## src/hdl/nearest_point_match_assert.svh

```systemverilog
// Assertion macros used by the nearest point match top level.
`ifndef NEAREST_POINT_MATCH_ASSERT_SVH
`define NEAREST_POINT_MATCH_ASSERT_SVH
`ifndef SYNTHESIS
`define NPM_ASSERT(lbl, prop) lbl: assert property (@(posedge clock) disable iff (reset) prop) \
   else $error("nearest_point_match assertion failed");
`define NPM_ASSERT_ALWAYS(lbl, prop) lbl: assert property (@(posedge clock) prop) \
   else $error("nearest_point_match assertion failed");
`else
`define NPM_ASSERT(lbl, prop)
`define NPM_ASSERT_ALWAYS(lbl, prop)
`endif
`endif

```

## src/hdl/npm_pkg.sv

```systemverilog
// Shared types, widths and codes of the nearest point match block.
package npm_pkg;

   localparam int TABLE_DEPTH = 1024;
   localparam int FRAC_BITS   = 8;

   localparam int IDX_W   = (TABLE_DEPTH > 1) ? $clog2(TABLE_DEPTH) : 1;
   localparam int CNT_W   = $clog2(TABLE_DEPTH + 1);
   localparam int POS_W   = 25;
   localparam int DELTA_W = POS_W + 1;
   localparam int ABS_W   = POS_W;
   localparam int SQ_W    = 2 * ABS_W;
   localparam int DSQ_W   = 52;
   localparam int LIM_W   = 24;
   localparam int DIM_W   = 16;
   localparam int WFIX_W  = DIM_W + FRAC_BITS;
   localparam int CMP_W   = (POS_W + 1 > WFIX_W + 2) ? POS_W + 1 : WFIX_W + 2;
   localparam int MIDX_W  = 10;
   localparam int MCNT_W  = 16;
   localparam int CMD_W   = 2;
   localparam int STAT_W  = 2;
   localparam int ADDR_W  = 4;
   localparam int DATA_W  = 32;

   typedef enum logic [CMD_W-1:0] {
      CMD_CLEAR = 2'd0,
      CMD_LOAD  = 2'd1,
      CMD_QUERY = 2'd2
   } cmd_type;

   typedef enum logic [STAT_W-1:0] {
      STAT_MATCHED  = 2'd0,
      STAT_OUTSIDE  = 2'd1,
      STAT_NO_MATCH = 2'd2
   } status_type;

   typedef enum logic [1:0] {
      REG_MATCH_LIMIT  = 2'd0,
      REG_IMAGE_WIDTH  = 2'd1,
      REG_IMAGE_HEIGHT = 2'd2
   } reg_index_type;

   typedef struct packed {
      logic                    valid;
      logic [IDX_W-1:0]        idx;
      logic signed [POS_W-1:0] ref_x;
      logic signed [POS_W-1:0] ref_y;
   } dist_req_type;

   typedef struct packed {
      logic                      valid;
      logic [IDX_W-1:0]          idx;
      logic signed [DELTA_W-1:0] dx;
      logic signed [DELTA_W-1:0] dy;
      logic [DSQ_W-1:0]          dsq;
   } dist_res_type;

endpackage

```

## src/hdl/npm_dist_unit.sv

```systemverilog
// Pipelined squared distance unit shared by every entry of a table scan.
module npm_dist_unit (
   input  logic                                      clock,
   input  logic                                      reset,
   input  logic signed [npm_pkg::POS_W-1:0]          query_x,
   input  logic signed [npm_pkg::POS_W-1:0]          query_y,
   input  npm_pkg::dist_req_type                     req,
   output npm_pkg::dist_res_type                     res,
   output logic                                      busy
);

   // stage 1: differences and magnitudes
   logic                                  s1_valid_ff, s1_valid_in;
   logic [npm_pkg::IDX_W-1:0]             s1_idx_ff;
   logic signed [npm_pkg::DELTA_W-1:0]    s1_dx_ff, s1_dy_ff, s1_dx_in, s1_dy_in;
   logic [npm_pkg::ABS_W-1:0]             s1_ax_ff, s1_ay_ff, s1_ax_in, s1_ay_in;
   // stage 2: squares
   logic                                  s2_valid_ff, s2_valid_in;
   logic [npm_pkg::IDX_W-1:0]             s2_idx_ff;
   logic signed [npm_pkg::DELTA_W-1:0]    s2_dx_ff, s2_dy_ff;
   logic [npm_pkg::SQ_W-1:0]              s2_sqx_ff, s2_sqy_ff;
   // stage 3: sum
   npm_pkg::dist_res_type                 res_ff, res_in;

   always_comb begin
      logic signed [npm_pkg::DELTA_W-1:0] neg_x, neg_y;
      s1_dx_in = npm_pkg::DELTA_W'(query_x) - npm_pkg::DELTA_W'(req.ref_x);
      s1_dy_in = npm_pkg::DELTA_W'(query_y) - npm_pkg::DELTA_W'(req.ref_y);
      neg_x    = -s1_dx_in;
      neg_y    = -s1_dy_in;
      s1_ax_in = s1_dx_in[npm_pkg::DELTA_W-1] ? neg_x[npm_pkg::ABS_W-1:0]
                                              : s1_dx_in[npm_pkg::ABS_W-1:0];
      s1_ay_in = s1_dy_in[npm_pkg::DELTA_W-1] ? neg_y[npm_pkg::ABS_W-1:0]
                                              : s1_dy_in[npm_pkg::ABS_W-1:0];
      s1_valid_in = req.valid;
      s2_valid_in = s1_valid_ff;
      res_in.valid = s2_valid_ff;
      res_in.idx   = s2_idx_ff;
      res_in.dx    = s2_dx_ff;
      res_in.dy    = s2_dy_ff;
      res_in.dsq   = npm_pkg::DSQ_W'(s2_sqx_ff) + npm_pkg::DSQ_W'(s2_sqy_ff);
   end

   always_ff @(posedge clock) begin
      if (reset) begin
         s1_valid_ff  <= 1'b0;
         s2_valid_ff  <= 1'b0;
         res_ff.valid <= 1'b0;
      end else begin
         s1_valid_ff  <= s1_valid_in;
         s2_valid_ff  <= s2_valid_in;
         res_ff.valid <= res_in.valid;
      end
      s1_idx_ff  <= req.idx;
      s1_dx_ff   <= s1_dx_in;
      s1_dy_ff   <= s1_dy_in;
      s1_ax_ff   <= s1_ax_in;
      s1_ay_ff   <= s1_ay_in;
      s2_idx_ff  <= s1_idx_ff;
      s2_dx_ff   <= s1_dx_ff;
      s2_dy_ff   <= s1_dy_ff;
      s2_sqx_ff  <= s1_ax_ff * s1_ax_ff;
      s2_sqy_ff  <= s1_ay_ff * s1_ay_ff;
      res_ff.idx <= res_in.idx;
      res_ff.dx  <= res_in.dx;
      res_ff.dy  <= res_in.dy;
      res_ff.dsq <= res_in.dsq;
   end

   assign res  = res_ff;
   assign busy = s1_valid_ff | s2_valid_ff | res_ff.valid;

endmodule

```

## config.mk

```make
export PLATFORM = sky130hd
export DESIGN_NAME = npm_dist_unit
export DESIGN_NICKNAME = d
export VERILOG_FILES = /design/src/hdl/nearest_point_match_assert.svh /design/src/hdl/npm_pkg.sv /design/src/hdl/npm_dist_unit.sv
export SDC_FILE = /design/constraint.sdc
export NUM_CORES = 2
export LEC_CHECK = 0
export BUFFER_PORTS_ARGS = -buffer_cell sky130_fd_sc_hd__buf_4
export CAP_MARGIN = 0
export CORE_MARGIN = 2
export CORE_UTILIZATION = 35
export CTS_CLUSTER_SIZE = 8
export DETAILED_ROUTE_END_ITERATION = 16
export PLACE_DENSITY = 0.5
export SLEW_MARGIN = 20
export SYNTH_ARGS = -nofsm -noshare
export SYNTH_HDL_FRONTEND = slang
export SYNTH_SLANG_ARGS = --single-unit
```

## constraint.sdc

```tcl
create_clock -name clock -period 13.8 [get_ports clock]
set_input_delay 1.38 -clock clock [delete_from_list [all_inputs] [get_ports clock]]
set_output_delay 1.38 -clock clock [all_outputs]
set_load 0.1 [all_outputs]
```

==> results.yml <==
synthesis:
  yosys.area.top_type: "fa_1"
  synth_top_area_frac: 0.3753
  syn_area_sq_um: 49870
  synth-compound-area-share: 0.08154
  synthArstFlopShare: 0
  synthXorXnorAreaFrac: 0.04198
  syn_area_per_cell_sq_um: 9.346
  synth.mux.area_fraction: 0.0008530
  postSynthCellCount: 5336
  yosys-top-cells-area: "fa_1, dfxtp_1, ha_1"
  synth_nets: 6861
  ys.flop_type: "dfxtp_1"
  synthAdderAreaFrac: 0.4950
  yosys.area_share.simple: 0.1061
  yosys.cell_types.count: 88
  yosysWarnings: 0
  synth_top_family_by_area: "adder cells"
  synth_seq_cells: 384
  synth_edf_count: 0
  ys_seq_area_frac: 0.1542
clocking:
  htree_levels: 2
  cts_resized: 0
  cts.clk_slew.worst_paths_ns: 0.05
  cts_hold_buf: 0
  post_cts_buffers: 0
  cts_max_path_buffers: 3
  numCtsBuffers: 57
  clock_sinks: 384
  clkLatencyLatePin_ns: 0.66
  root_buffer: "clkbuf_16"
  cts_tree: "done"
drt:
  drt_wl_total_mm: 120.9
  antenna_left: 0
  drc_errors: 0
  dr.pass1.iters: 5
  num_vias: 34560
  drtIter0Drc: 1671
  viasPerCell: 4.653
  wire_per_inst_um: 16.27
final_layout:
  area_delta_synth_final_pct: 11.01
  multi_input_area_sq_um: 36190
  fin_nets: 7049
  n_fill_cell: 14358
  drive_above_1_share: 0.07117
  ff_latch_area_sq_um: 7690
worst_setup_path:
  crit_path_start_kind: "flop"
  cp_common_cell: "fa_1"
  slowest_delay_ns: 1.04
  critPathKind: "flop to flop"
  crit_slowest_cell: "dfxtp_1"
  cp_max_fo: 25
  crit_path_end_kind: "flop"
  worst_ep_required_time_ns: 14.33
  arrival_ns: 8.81
  crit_chain: "nand2_1 -> fa_1 -> inv_1 -> fa_1 -> inv_1 -> fa_1 -> fa_1 -> inv_1 -> fa_1 -> fa_1 -> inv_1 -> fa_1 -> inv_1 -> ha_1 -> and4_1 -> nand4_1 -> nor3_1 -> a31oi_1 -> a211oi_1 -> nor2_1 -> a2bb2oi_1 -> or2_2 -> a311o_1 -> xnor2_1"
timing:
  layout_min_cycle_time_ns: 8.275
  setup_viol: 0
  slew_viol_final: 0
  period_share: 0.5996
  slew_headroom: 0.2549
  worst_pin_slew_ns: 1.118
  hold_viol: 0
  rsz0062_at_grt: "false"
  clock.fmax_mhz: 120.8
  skew_ns: 0.02826
  finalSetupTns_ns: 0
grt:
  grt_pass1_vias: 37674
  grt_max_degree: 29
  grtUsageTotal: 0.1718
  grt_remaining_overflow: 0
  grt_pass1_wl_mm: 198.8
  antenna_found_initial: 5
place:
  dp_hpwl_mm: 99.13
  place_congestion: 0.8489
  portBuffers: 227
run:
  maxCapViolCount: 0
hold_path:
  holdCritPathClass: "flop to flop"
floorplan:
  floorplan.die.height_um: 381.5
  die-area_sq_um: 145500
  initial_utilization: 0.3526
  rows: 138
  coreArea_sq_um: 141400
  pin_count: 229
  die_w_um: 381.5
outcome:
  status: "complete, no violations"
## layer usage
layer	vias to the layer above	wire, um	global-route usage
met4	0	2201	0.03572
met2	592	58940	0.2950
met5	-	0	0
met1	17394	54110	0.2300
met3	122	5609	0.02381
li1	16452	-	-
## final timing paths
kind                              startpoint       endpoint  slack, ns  cells past startpoint
worst max-delay path            s1_ax_ff[18]  s2_sqx_ff[47]       5.53                     24
worst min-delay path            s2_dy_ff[25]        res[77]       0.31                      0
worst max register to register  s1_ax_ff[18]  s2_sqx_ff[47]       5.53                     24
worst min register to register  s2_dy_ff[25]        res[77]       0.31                      0
## registers in the layout, indices dropped and copies added (netlist names)
| name | cells |
|---|---|
| s1_idx_ff | 10 |
| res | 114 |
| s2_sqx_ff | 49 |
| s1_dx_ff | 25 |
| s1_valid_ff | 1 |
| s2_dy_ff | 26 |
| s2_dx_ff | 25 |
| s2_sqy_ff | 48 |
| s2_valid_ff | 1 |
| s1_ax_ff | 25 |
| s1_dy_ff | 25 |
| s1_ay_ff | 25 |
| s2_idx_ff | 10 |
## Yosys cell counts (10+ instances only)
| cell type | n |
|---|---|
| nor2b_1 | 36 |
| nand2b_1 | 16 |
| xnor2_1 | 153 |
| and3_1 | 20 |
| ha_1 | 477 |
| dfxtp_1 | 384 |
| inv_1 | 1449 |
| a31oi_1 | 21 |
| nand2_1 | 428 |
| o21ai_0 | 104 |
| nand3_1 | 34 |
| or2_2 | 14 |
| nor3_1 | 36 |
| o211ai_1 | 10 |
| nor2_1 | 175 |
| o31ai_1 | 19 |
| nand4_1 | 29 |
| or3_1 | 11 |
| o21a_1 | 33 |
| a21o_1 | 90 |
| and2_1 | 247 |
| xor2_1 | 86 |
| o21bai_1 | 35 |
| a211oi_1 | 17 |
| clkbuf_1 | 138 |
| fa_1 | 935 |
| a21oi_1 | 197 |
## cells by family after synthesis
family | count (synthesis)
buf+inv | 1595
fa+ha+maj | 1412
flops | 384
xor+xnor | 239
other cells | 1
compound gates | 621
simple gates | 1080
mux | 4
## cell usage in the layout, fill, tap and decap left out, drive strengths merged, types with 10 or more instances in the layout
cell type	Yosys	layout
a211oi	17	17
a21o	90	90
a21oi	197	197
a31oi	21	21
and2	247	247
and3	20	20
buf	7	274
clkbuf	138	63
dfxtp	384	384
fa	935	935
ha	477	477
inv	1450	1451
nand2	428	428
nand2b	16	16
nand3	34	34
nand4	29	29
nor2	175	175
nor2b	36	36
nor3	36	36
o211ai	10	10
o21a	33	33
o21ai	107	107
o21bai	35	35
o31ai	23	23
or2	14	14
or3	13	13
xnor2	153	153
xor2	86	86
## critical path, delay by kind of cell, from the launching register on
kind	cells	cell delay, ns
buffers and inverters	5	0.27
AND/OR/NAND/NOR	6	1.53
XOR/XNOR	1	0.12
adder cells (fa/ha/maj)	8	3.96
flip-flops	1	1.04
AO/OA/AOI/OAI	4	1.24
## per-stage QoR
step             util  setup WS (ns)  std cells  cell area, sq um  hold slack (ns)
5_1_grt        0.3915          4.970       7426             55360           0.3114
3_3_place_gp   0.3800          5.398       7355             53740           0.3098
2_1_floorplan       -          6.528       5336             49870           0.3096
3_5_place_dp   0.3800          5.342       7355             53740           0.3121
4_1_cts        0.3914          5.294       7426             55360           0.3083
6_report       0.3915          5.525       7427             55360           0.3069
## area by class of cell
| cell class | count | share of cell area |
|---|---|---|
| clock inverters | 8 | 0.002260 |
| well taps | 1890 | 0.04272 |
| inverters | 1450 | 0.09831 |
| multi-input cells | 3357 | 0.6537 |
| diodes | 1 | 0.00004520 |
| repair buffers | 274 | 0.03716 |
| flip-flops and latches | 384 | 0.1389 |
| clock buffers | 63 | 0.02692 |
Power is left out: the tool's default activity adds up to more than one toggle a clock period on the data nets, which glitch-free logic cannot reach.
